==> config.mk <==
export PLATFORM = sky130hd
export DESIGN_NAME = annexb_nal_unit_splitter_top
export DESIGN_NICKNAME = d
export VERILOG_FILES = /design/src/design/nalsp_pkg.sv /design/src/design/annexb_nal_unit_splitter_top.sv /design/src/design/nalsp_in_reg.sv /design/src/design/nalsp_engine.sv /design/src/design/nalsp_out_reg.sv
export SDC_FILE = /design/constraint.sdc
export NUM_CORES = 1
export LEC_CHECK = 0
export BUFFER_PORTS_ARGS = -buffer_cell sky130_fd_sc_hd__clkbuf_2
export CAP_MARGIN = 25
export CORE_MARGIN = 5
export CORE_UTILIZATION = 40
export CTS_BUF_LIST = sky130_fd_sc_hd__clkbuf_4
export DETAILED_ROUTE_END_ITERATION = 8
export MAX_ROUTING_LAYER = met4
export SYNTH_ARGS = -nofsm -noshare
export SYNTH_HDL_FRONTEND = slang
export SYNTH_SLANG_ARGS = --single-unit
==> constraint.sdc <==
create_clock -name clk -period 5.25 [get_ports clk]
set_input_delay 1.05 -clock clk [delete_from_list [all_inputs] [get_ports clk]]
set_output_delay 1.05 -clock clk [all_outputs]
set_load 0.01 [all_outputs]
==> src/design/nalsp_pkg.sv <==
// Shared types and constants for the Annex B start-code splitter.
package nalsp_pkg;

	localparam int BYTE_W     = 8;
	localparam int UNIT_LEN_W = 24;
	localparam int TDATA_W    = 48;
	localparam int TUSER_W    = 2;

	localparam logic [UNIT_LEN_W-1:0] OUT_LEN_MAX = '1;

	// result kinds
	localparam logic KIND_PAYLOAD = 1'b0;
	localparam logic KIND_END     = 1'b1;

	// start code tail and zero byte
	localparam logic [BYTE_W-1:0] SC_ONE  = 8'h01;
	localparam logic [BYTE_W-1:0] SC_ZERO = 8'h00;

	typedef struct packed {
		logic                    end_of_stream;
		logic [BYTE_W-1:0]       stream_byte;
	} item_t;

	// held input item as seen by the engine
	typedef struct packed {
		logic  valid;
		item_t item;
	} stage_t;

	typedef struct packed {
		logic                    kind;
		logic [BYTE_W-1:0]       payload_byte;
		logic                    first_of_unit;
		logic [UNIT_LEN_W-1:0]   unit_length;
		logic                    length_saturated;
		logic                    long_prefix;
		logic                    hdr_top_bit;
		logic [1:0]              reference_priority;
		logic [4:0]              unit_type;
		logic                    last_result;
	} result_t;

	// result offered by the engine to the output register
	typedef struct packed {
		logic    valid;
		result_t res;
	} res_req_t;

endpackage

==> src/design/annexb_nal_unit_splitter_top.sv <==
// Top level of the Annex B start-code NAL unit splitter.
//
//  channel | dir | tdata                         | tuser                  | tlast
//  --------+-----+-------------------------------+------------------------+--------------
//  s_*     | in  | [7:0] stream byte             | -                      | end of stream
//  m_*     | out | payload, length, flags, header| [0] kind [1] first byte| last result
//
//  At most one byte transaction is taken per cycle, and only once the held byte is done;
//  a byte may yield several results. The output register takes one result per cycle while
//  m_tready allows, so the engine holds a byte until its last result is taken; an
//  end-of-stream byte also takes its own step, then window flush and close.
//  A byte is registered in the input register, and its result in the output register.
//  arst_n clears all unit state; the splitter then hunts for the first start code.
//  A stall on m_tready holds the engine and, through it, s_tready.
module annexb_nal_unit_splitter_top
	import nalsp_pkg::*;
#(
	parameter int LENGTH_WIDTH = 24
)
(
	input  logic               clk,
	input  logic               arst_n,
	// slave side
	input  logic               s_tvalid,
	output logic               s_tready,
	input  logic [7:0]         s_tdata,   // [7:0] stream_byte
	input  logic               s_tlast,   // end_of_stream
	// master side
	output logic               m_tvalid,
	input  logic               m_tready,
	// [7:0] payload_byte, [31:8] unit_length, [32] length_saturated,
	// [33] long_prefix, [34] hdr_top_bit, [36:35] reference_priority,
	// [41:37] unit_type, [47:42] zero
	output logic [TDATA_W-1:0] m_tdata,
	output logic [TUSER_W-1:0] m_tuser,   // [0] kind, [1] first_of_unit
	output logic               m_tlast    // last_result
);

	item_t    in_item;
	stage_t   stage;
	res_req_t req;
	result_t  out_res;
	logic     item_done;
	logic     out_free;

	assign in_item.stream_byte   = s_tdata;
	assign in_item.end_of_stream = s_tlast;

	nalsp_in_reg u_in_reg (
		.clk       (clk),
		.arst_n    (arst_n),
		.in_valid  (s_tvalid),
		.in_ready  (s_tready),
		.in_item   (in_item),
		.item_done (item_done),
		.stage     (stage)
	);

	// start-code search, window, length count and header capture
	nalsp_engine #(
		.LENGTH_WIDTH (LENGTH_WIDTH)
	) u_engine (
		.clk       (clk),
		.arst_n    (arst_n),
		.stage     (stage),
		.out_free  (out_free),
		.item_done (item_done),
		.req       (req)
	);

	nalsp_out_reg u_out_reg (
		.clk       (clk),
		.arst_n    (arst_n),
		.req       (req),
		.out_free  (out_free),
		.out_valid (m_tvalid),
		.out_ready (m_tready),
		.out_res   (out_res)
	);

	// header fields come from bit 7, bits 6..5 and bits 4..0 of the first unit byte
	assign m_tdata = {6'b0, out_res.unit_type, out_res.reference_priority,
	                  out_res.hdr_top_bit, out_res.long_prefix,
	                  out_res.length_saturated, out_res.unit_length,
	                  out_res.payload_byte};
	assign m_tuser = {out_res.first_of_unit, out_res.kind};
	assign m_tlast = out_res.last_result;

endmodule

==> src/design/nalsp_in_reg.sv <==
// Input holding register: one byte transaction waits here until the engine finishes it.
module nalsp_in_reg
	import nalsp_pkg::*;
(
	input  logic   clk,
	input  logic   arst_n,
	input  logic   in_valid,
	output logic   in_ready,
	input  item_t  in_item,
	input  logic   item_done,
	output stage_t stage
);

	logic  valid_s1;
	item_t item_s1;

	assign in_ready = !valid_s1 || item_done;

	always_ff @(posedge clk or negedge arst_n) begin
		if (!arst_n) begin
			valid_s1 <= 1'b0;
		end else if (in_valid && in_ready) begin
			valid_s1 <= 1'b1;
		end else if (item_done) begin
			valid_s1 <= 1'b0;
		end
	end

	always_ff @(posedge clk) begin
		if (in_valid && in_ready) begin
			item_s1 <= in_item;
		end
	end

	assign stage.valid = valid_s1;
	assign stage.item  = item_s1;

endmodule

==> src/design/nalsp_engine.sv <==
// Splitter state and per-cycle step: at most one result per cycle.
module nalsp_engine
	import nalsp_pkg::*;
#(
	parameter int LENGTH_WIDTH = 24
)
(
	input  logic     clk,
	input  logic     arst_n,
	input  stage_t   stage,
	input  logic     out_free,
	output logic     item_done,
	output res_req_t req
);

	localparam int LenExtW = (LENGTH_WIDTH > UNIT_LEN_W) ? LENGTH_WIDTH : UNIT_LEN_W;

	typedef enum logic [1:0] {P_MAIN, P_CLOSE, P_FLUSH} phase_t;

	phase_t                  phase_q,  phase_d;
	logic                    lnext_q,  lnext_d;
	logic [2:0][BYTE_W-1:0]  win_q,    win_d;
	logic [1:0]              cnt_q,    cnt_d;
	logic                    inside_q, inside_d;
	logic [LENGTH_WIDTH-1:0] len_q,    len_d;
	logic                    sat_q,    sat_d;
	logic [BYTE_W-1:0]       hdr_q,    hdr_d;
	logic                    long_q,   long_d;

	logic              go;
	logic              four, three, is_one;
	logic              emit_pay, emit_end, more;
	logic [BYTE_W-1:0] pay_byte;
	logic              pay_first;
	logic [LenExtW-1:0] len_ext;
	logic              len_over;
	logic [BYTE_W-1:0] b;
	logic              eos;
	result_t           res;

	assign go  = stage.valid && out_free;
	assign b   = stage.item.stream_byte;
	assign eos = stage.item.end_of_stream;

	assign is_one = (b == SC_ONE);
	assign four   = (cnt_q == 2'd3) && (win_q[0] == SC_ZERO) && (win_q[1] == SC_ZERO)
	                && (win_q[2] == SC_ZERO) && is_one;
	always_comb begin
		case (cnt_q)
			2'd2:    three = !four && is_one && (win_q[0] == SC_ZERO) && (win_q[1] == SC_ZERO);
			2'd3:    three = !four && is_one && (win_q[1] == SC_ZERO) && (win_q[2] == SC_ZERO);
			default: three = 1'b0;
		endcase
	end

	assign pay_first = (len_q == '0) && !sat_q;
	assign len_ext   = LenExtW'(len_q);
	assign len_over  = len_ext > LenExtW'(OUT_LEN_MAX);

	always_comb begin
		phase_d   = phase_q;
		lnext_d   = lnext_q;
		win_d     = win_q;
		cnt_d     = cnt_q;
		inside_d  = inside_q;
		len_d     = len_q;
		sat_d     = sat_q;
		hdr_d     = hdr_q;
		long_d    = long_q;
		emit_pay  = 1'b0;
		emit_end  = 1'b0;
		pay_byte  = win_q[0];
		more      = 1'b0;
		item_done = 1'b0;

		if (go) begin
			unique case (phase_q)
				P_MAIN: begin
					if ((four || three) && three && cnt_q == 2'd3 && inside_q) begin
						// oldest window byte still belongs to the closing unit
						emit_pay = 1'b1;
						lnext_d  = 1'b0;
						phase_d  = P_CLOSE;
						more     = 1'b1;
					end else if (four || three) begin
						emit_end = inside_q;
						inside_d = 1'b1;
						len_d    = '0;
						sat_d    = 1'b0;
						hdr_d    = '0;
						long_d   = four;
						win_d    = '0;
						cnt_d    = 2'd0;
						more     = eos;
						if (eos) begin
							phase_d = P_FLUSH;
						end else begin
							item_done = 1'b1;
						end
					end else begin
						if (cnt_q == 2'd3) begin
							emit_pay = inside_q;
							win_d[0] = win_q[1];
							win_d[1] = win_q[2];
							win_d[2] = b;
						end else begin
							case (cnt_q)
								2'd0:    win_d[0] = b;
								2'd1:    win_d[1] = b;
								default: win_d[2] = b;
							endcase
							cnt_d = cnt_q + 2'd1;
						end
						more = eos && inside_q;
						if (eos) begin
							phase_d = P_FLUSH;
						end else begin
							item_done = 1'b1;
						end
					end
				end
				P_CLOSE: begin
					emit_end = inside_q;
					inside_d = 1'b1;
					len_d    = '0;
					sat_d    = 1'b0;
					hdr_d    = '0;
					long_d   = lnext_q;
					win_d    = '0;
					cnt_d    = 2'd0;
					more     = eos;
					if (eos) begin
						phase_d = P_FLUSH;
					end else begin
						phase_d   = P_MAIN;
						item_done = 1'b1;
					end
				end
				P_FLUSH: begin
					if (inside_q && cnt_q != 2'd0) begin
						emit_pay = 1'b1;
						win_d[0] = win_q[1];
						win_d[1] = win_q[2];
						win_d[2] = SC_ZERO;
						cnt_d    = cnt_q - 2'd1;
						more     = 1'b1;
					end else begin
						emit_end  = inside_q;
						inside_d  = 1'b0;
						len_d     = '0;
						sat_d     = 1'b0;
						hdr_d     = '0;
						long_d    = 1'b0;
						win_d     = '0;
						cnt_d     = 2'd0;
						phase_d   = P_MAIN;
						item_done = 1'b1;
					end
				end
				default: begin
					phase_d = P_MAIN;
				end
			endcase

			if (emit_pay) begin
				if (pay_first) begin
					hdr_d = pay_byte;
				end
				if (len_q == '1) begin
					sat_d = 1'b1;
				end else begin
					len_d = len_q + LENGTH_WIDTH'(1);
				end
			end
		end
	end

	always_comb begin
		res = '0;
		res.last_result = !more;
		if (emit_end) begin
			res.kind               = KIND_END;
			res.unit_length        = len_over ? OUT_LEN_MAX : len_ext[UNIT_LEN_W-1:0];
			res.length_saturated   = sat_q || len_over;
			res.long_prefix        = long_q;
			res.hdr_top_bit        = hdr_q[7];
			res.reference_priority = hdr_q[6:5];
			res.unit_type          = hdr_q[4:0];
		end else begin
			res.kind          = KIND_PAYLOAD;
			res.payload_byte  = pay_byte;
			res.first_of_unit = pay_first;
		end
	end

	assign req.valid = emit_pay || emit_end;
	assign req.res   = res;

	always_ff @(posedge clk or negedge arst_n) begin
		if (!arst_n) begin
			phase_q  <= P_MAIN;
			lnext_q  <= 1'b0;
			win_q    <= '0;
			cnt_q    <= 2'd0;
			inside_q <= 1'b0;
			len_q    <= '0;
			sat_q    <= 1'b0;
			hdr_q    <= '0;
			long_q   <= 1'b0;
		end else begin
			phase_q  <= phase_d;
			lnext_q  <= lnext_d;
			win_q    <= win_d;
			cnt_q    <= cnt_d;
			inside_q <= inside_d;
			len_q    <= len_d;
			sat_q    <= sat_d;
			hdr_q    <= hdr_d;
			long_q   <= long_d;
		end
	end

`ifndef SYNTHESIS
	a_sat_at_max: assert property (@(posedge clk) disable iff (!arst_n)
		sat_q |-> (len_q == '1))
		else $error("saturation flag set below counter maximum");

	a_idle_unit_clear: assert property (@(posedge clk) disable iff (!arst_n)
		!inside_q |-> ((len_q == '0) && !sat_q && !long_q && (hdr_q == '0)))
		else $error("unit bookkeeping not clear outside a unit");

	a_phase_needs_item: assert property (@(posedge clk) disable iff (!arst_n)
		(phase_q != P_MAIN) |-> stage.valid)
		else $error("follow-on phase without a held item");

	a_more_keeps_item: assert property (@(posedge clk) disable iff (!arst_n)
		(req.valid && !req.res.last_result) |=> stage.valid)
		else $error("item released before its last result");
`endif

endmodule

==> src/design/nalsp_out_reg.sv <==
// Output result register on the master side.
module nalsp_out_reg
	import nalsp_pkg::*;
(
	input  logic     clk,
	input  logic     arst_n,
	input  res_req_t req,
	output logic     out_free,
	output logic     out_valid,
	input  logic     out_ready,
	output result_t  out_res
);

	logic    valid_q;
	result_t res_q;

	assign out_free  = !valid_q || out_ready;
	assign out_valid = valid_q;
	assign out_res   = res_q;

	always_ff @(posedge clk or negedge arst_n) begin
		if (!arst_n) begin
			valid_q <= 1'b0;
		end else if (out_free) begin
			valid_q <= req.valid;
		end
	end

	always_ff @(posedge clk) begin
		if (out_free && req.valid) begin
			res_q <= req.res;
		end
	end

endmodule

* After elaboration in Yosys (flattened, before gate mapping) *
Index checks and enable logic that the tools add are counted.

operators by class
  $add $sub $neg = 3
  equality and inequality tests = 15
  muxes and demuxes = 69
  divide/modulo/power cells = 0
  multipliers = 0
  bitwise logic cells = 0
  shifts and indexed selects = 0
  order comparisons = 1
  reduce and logical (&&, ||, !) cells = 44

operators with widths
  cell                                                                     count
  24-bit two-way mux                                                       9
  24-bit case mux with 3 select lines                                      2
  8-bit two-way mux                                                        8
  1-bit two-way mux                                                        30
  24-bit by 1-bit adder with 24-bit output, second input constant          1
  24-bit equality test, second input constant                              1
  24-bit greater-than comparator, second input constant                    1
  24-bit logical NOT                                                       1
  8-bit logical NOT                                                        3
  8-bit case mux with 3 select lines                                       1
  1-bit logical AND                                                        18
  1-bit case mux with 3 select lines                                       6
  16-bit two-way mux                                                       1
  2-bit two-way mux                                                        8
  4-bit AND reduction                                                      4
  4-bit by 2-bit inequality test with 1-bit output, second input constant  3
  2-bit case mux with 3 select lines                                       2
  8-bit by 1-bit equality test with 1-bit output, second input constant    1
  2-bit equality test, second input constant                               3
  1-bit logical NOT                                                        5
  1-bit logical OR                                                         5
  5-bit AND reduction                                                      1
  2-bit by 1-bit equality test with 1-bit output, second input constant    2
  2-bit logical NOT                                                        2
  other kinds (11)                                                         14

word-level totals
  word-level logic and storage cells = 156
  input bits = 13
  bits in writable memories = 0
  flip-flop bits (word level) = 119
  memory bits (read-only) = 0
  bits in latches = 0
  memories kept = 0

* Logic depth before layout (Yosys ltp) *
  word-level depth = 20
  depth in mapped cells = 11
  mapped depth without buffers = 8

* Cells and area by module *
From an unflattened synthesis, not the netlist that was laid out.

unflattened totals
  cells, all modules = 477
  area, all modules = 5805.6 um2

modules (own cells, without submodules)
  module                        cells each  seq. area each (um2)  area each (um2)  instances
  nalsp_engine                  407         1576.5                4020.1           1
  nalsp_out_reg                 49          1376.3                1405.1           1
  nalsp_in_reg                  14          295.3                 331.6            1
  annexb_nal_unit_splitter_top  7           0.0                   48.8             1

* Worst setup path after synthesis *
No wires, ideal clock.

  kind = register to register
  start point = register u_in_reg.item_s1 (netlist bit u_in_reg.stage[3])
  end point = register u_out_reg.res_q (netlist bit u_out_reg.out_res[0]) (enable)
  data arrival time = 3326 ps
  data required time = 4840 ps
  stages on the path, launching flop included = 9
  path slack = 1514 ps
  cell sequence = edfxtp_1 or4b_2 nor4_4 o21ai_2 o31ai_1 and3_1 buf_2 buf_2 nand2b_1

on the way
  longest elaborated chain between the ends = 17
  elaborated cells between the ends (all ways) = 24
  those cells by class = 1 x eq/ne; 10 x mux; 13 x reduce/logical

ends and longest elaborated chain
  element                                             RTL line                                text
  from (decl)                                         nalsp_in_reg.sv:15                      item_t item_s1;
  from (signal assigned)                              nalsp_in_reg.sv:31                      item_s1 <= in_item;
  8-bit by 1-bit equality test with 1-bit output *    nalsp_engine.sv:45                      assign is_one = (b == SC_ONE);
  1-bit logical AND                                   nalsp_engine.sv:47                      && (win_q[2] == SC_ZERO) && is_one;
  1-bit logical NOT                                   nalsp_engine.sv:50, nalsp_engine.sv:51
  1-bit logical AND                                   nalsp_engine.sv:50, nalsp_engine.sv:51
  1-bit logical AND (on tied branches) (2 in series)  nalsp_engine.sv:51, nalsp_engine.sv:50
  1-bit case mux with 2 select lines                  nalsp_engine.sv:49                      case (cnt_q)
  1-bit logical OR                                    nalsp_engine.sv:79, nalsp_engine.sv:85
  1-bit logical AND (3 in series)                     nalsp_engine.sv:79                      if ((four || three) && three && cnt_q == 2'd3 && inside_q) begin
  1-bit two-way mux                                   nalsp_engine.sv:79
  1-bit case mux with 2 select lines                  nalsp_engine.sv:77                      unique case (phase_q)
  1-bit two-way mux (2 in series)                     nalsp_engine.sv:76                      if (go) begin
  1-bit logical OR *                                  nalsp_engine.sv:196                     assign req.valid = emit_pay || emit_end;
  1-bit logical AND *                                 nalsp_out_reg.sv:30                     if (out_free && req.valid) begin
  to (signal assigned)                                nalsp_out_reg.sv:31                     res_q <= req.res;
  to (decl)                                           nalsp_out_reg.sv:15                     result_t res_q;

Mark *: on every way between the ends. The rest lies on a longest branch, timed or not. The select of a mux whose other input is x is not followed.
A chain may end at the register's enable or synchronous reset.

* Final worst setup path *
  start point = register u_in_reg.item_s1 (netlist bit u_in_reg.stage[3])
  end point = output port s_tready

on the way
  longest elaborated chain between the ends = 15
  elaborated cells between the ends (all ways) = 17
  those cells by class = 1 x eq/ne; 4 x mux; 12 x reduce/logical

ends and longest elaborated chain
  element                                             RTL line                                text
  8-bit by 1-bit equality test with 1-bit output *    nalsp_engine.sv:45
  1-bit logical AND                                   nalsp_engine.sv:47
  1-bit logical NOT                                   nalsp_engine.sv:50, nalsp_engine.sv:51
  1-bit logical AND                                   nalsp_engine.sv:50, nalsp_engine.sv:51
  1-bit logical AND (on tied branches) (2 in series)  nalsp_engine.sv:51, nalsp_engine.sv:50
  1-bit case mux with 2 select lines                  nalsp_engine.sv:49
  1-bit logical OR                                    nalsp_engine.sv:79, nalsp_engine.sv:85
  1-bit logical AND * (3 in series)                   nalsp_engine.sv:79
  1-bit two-way mux *                                 nalsp_engine.sv:79
  1-bit case mux with 3 select lines *                nalsp_engine.sv:77
  1-bit two-way mux *                                 nalsp_engine.sv:76
  1-bit logical OR *                                  nalsp_in_reg.sv:17                      assign in_ready = !valid_s1 || item_done;
  to (decl)                                           annexb_nal_unit_splitter_top.sv:25      output logic s_tready,

Mark *: on every way between the ends. The rest lies on a longest branch, timed or not.

==> flow_metrics.py <==
metrics = {
    "sta": {
        "rsz0062_at_grt": "no",
        "tns_ns": 0,
        "fin_crit_sh_pct": 76.1,
        "fin_skew_ns": 0.0208,
        "max_slew_margin_pct": 37.5,
        "post-route-min-period_ns": 4.00,
        "whs_ns": 0.504,
        "maxSlewViolCount": 0,
        "clock.fmax_ghz": 0.250,
        "hold_viol_final": 0,
        "worstMarginPinSlew_ns": 0.937,
        "setup_viol": 0,
    },
    "layout": {
        "diodes": 0,
        "final_nets": 564,
        "drive_gt1_share_pct": 22.7,
        "final_area_sq_mm": 0.00637,
        "areaGrowthSynthToFinish_pct": 12.9,
    },
    "synth": {
        "ys_types": 54,
        "synth_warnings": 0,
        "synth_common_cells": "dfrtp_1 (65), edfxtp_1 (54), and2_1 (38)",
        "yosysMostFrequentCell": "dfrtp_1",
        "synth_area_leaders": "dfrtp_1 (29%), edfxtp_1 (29%), and2_1 (4.2%), a22o_1 (3.9%), mux2_2 (3.6%)",
        "synth.cell_area_sq_mm": 0.00564,
        "synthFlopType": "dfrtp_1",
        "syn_inst": 482,
        "seq_area_frac_synth_pct": 57.6,
        "synth_top_cell_by_area": "dfrtp_1",
        "synthArstFlopShare_pct": 54.6,
        "synth_edf_count": 54,
        "synth-seq-cells": 119,
        "syn_area_per_cell_sq_um": 11.7,
        "synth_top_cell_area_share_pct": 28.8,
    },
    "clocking": {
        "post_cts_buffers": 0,
        "cts_hold_buf": 0,
        "cts.sink_count": 119,
        "tritoncts": "done",
        "clk_pin_slew_ns": 0.10,
        "clk_latency_ns": 0.54,
        "cts-root-buf": "clkbuf_4",
        "cts_buffers": 17,
        "post_cts_resized": 0,
        "clk_path_buf_depth": 2,
        "cts-htree-levels": 4,
    },
    "route": {
        "wl_per_cell_um": 16.3,
        "routed_wl_um": 12000,
        "vias": 3969,
        "drtIter0Drc": 237,
        "via_per_inst": 5.41,
        "dr.pass1.iters": 4,
        "drtAntennaViolNets": 0,
        "drc_errors": 0,
    },
    "setup_path": {
        "cp-end-kind": "output pin",
        "crit_chain": "or4b_2, nor4_4, o21a_1, nand4b_1, a31o_2, clkbuf_2",
        "crit_path_start_kind": "flop",
        "critical_path.top_delay_family": "simple AND/OR/NAND/NOR gates",
        "worstPathRequired_ns": 4.20,
        "critical-path-slowest-cell": "or4b_2",
        "criticalPathCategory": "reg -> out",
        "critPathMaxStageDelay_ns": 0.75,
        "crit_arrival_ns": 2.95,
        "critPathBufInv": 1,
        "cp_max_fo": 10,
    },
    "power_and_ir_drop": {
        "p_total_mw": 3.67,
        "peakVddDrop_mv": 0.234,
        "p_leak_nw": 2.73,
        "power_density_mw_per_mm2": 576,
    },
    "floorplanning": {
        "dieArea_sq_mm": 0.0166,
        "core-area_sq_mm": 0.0138,
        "floorplan.initialDensity_pct": 40.8,
        "die_h_um": 129,
        "pin_count": 66,
        "die_w_um": 129,
        "num_rows": 43,
    },
    "global_routing": {
        "grt_pass1_wl_um": 20300,
        "grt_pass1_vias": 3881,
        "gr-total-overflow": 0,
        "grt_max_degree": 46,
        "grt_antenna_before_repair": 0,
        "track_usage_pct": 15.9,
    },
    "placed_design": {
        "portBuffers": 59,
        "gp_congestion": 0.869,
        "placed_area_sq_mm": 0.00606,
        "dpl.hpwl_um": 8270,
    },
    "worst_hold_path": {
        "hp-class": "reg -> reg",
    },
    "flow_run": {
        "drv_cap": 0,
    },
    "outcome": {
        "status": "finished, final reports clean",
    },
}
[worst reg2reg max path, delay by kind of cell, from the launching register on]
kind / cells / cell delay [ns]
flip-flops: 1 / 0.44
AO/OA/AOI/OAI: 3 / 1.25
AND/OR/NAND/NOR: 3 / 1.61
[cells by family after synthesis]
logic type,count (synthesis),share of synthesized area (%)
and+or+nand+nor,170,16.9
AOI/OAI and AO/OA,119,15.2
DFF,119,57.6
buffers and inverters,42,3.93
muxes,21,4.15
adders and majority gates,10,2.22
other,1,0.0665
[through the flow]
step,cells,setup slack [ns],utilization (%)
6_report,734,1.25,46.0
5_1_grt,734,1.06,46.0
4_1_cts,733,1.21,46.0
3_5_place_dp,701,1.78,43.8
3_3_place_gp,700,1.88,43.6
2_1_floorplan,487,1.51,-
[sequential cells by signal (all words and copies together) (netlist names), 2 cells and up]
signal             flops
u_in_reg.stage         9
u_engine.phase_q       2
u_engine.cnt_q         2
u_engine.pay_byte      8
u_engine.win_q        16
u_out_reg.out_res     45
u_engine.len_ext      24
u_engine.hdr_q         8
[worst paths after layout]
| path | slack, ns | cells after the start | start | endpoint |
|---|---|---|---|---|
| min in group asynchronous | 0.61 | 1 | arst_n | u_engine.pay_byte[3] |
| min reg2reg | 0.50 | 1 | u_engine.hdr_q[7] | u_engine.hdr_q[7] |
| max reg2reg | 1.86 | 6 | u_in_reg.stage[3] | u_engine.len_ext[11] |
| max in group asynchronous | 3.67 | 2 | arst_n | u_engine.len_ext[11] |
| min | 0.50 | 1 | u_engine.hdr_q[7] | u_engine.hdr_q[7] |
| max | 1.25 | 6 | u_in_reg.stage[3] | s_tready |
[cell usage in the layout, fill, tap and decap left out, types with 6 or more instances in the layout]
master    count
nand3_1      16
nor2b_1      10
nand2_1      31
o31ai_1      10
o21a_1       11
nor3_1       10
a31oi_1      11
conb_1        6
dfrtp_1      65
a21oi_1      25
a22o_1       25
and2_1       38
o21ai_0      14
ha_1         10
clkbuf_4     22
nor2_1       17
nor4_1       10
mux2_2       18
and3_1        9
edfxtp_1     54
inv_1        12
clkbuf_2     59
[routing by layer]
metal / vias up / global-route usage (%) / share of wire, %
met5: - / - / 0
met4: 0 / 5.44 / 1.5
met3: 20 / 5.15 / 5.6
met2: 98 / 23.3 / 47
met1: 1941 / 20.8 / 46
li1: 1910 / - / -
[cell type report]
type                       count  area [sq um]
tap                          180           225
sequential                   119          3250
timing repair buffer          65           360
clock buffer                  22           165
clock inverter                10           131
multi-input combinational    326          2190
inverter                      12          45.0
fill                        1313          7460
[power breakdown]
group	internal [mW]	total, mW	switching (mW)	leakage, nW
Clock	0.352	0.684	0.332	0.157
Combinational	0.556	1.44	0.884	1.21
Sequential	1.37	1.54	0.174	1.37
Note: power is estimated with default switching activity, not from simulation.
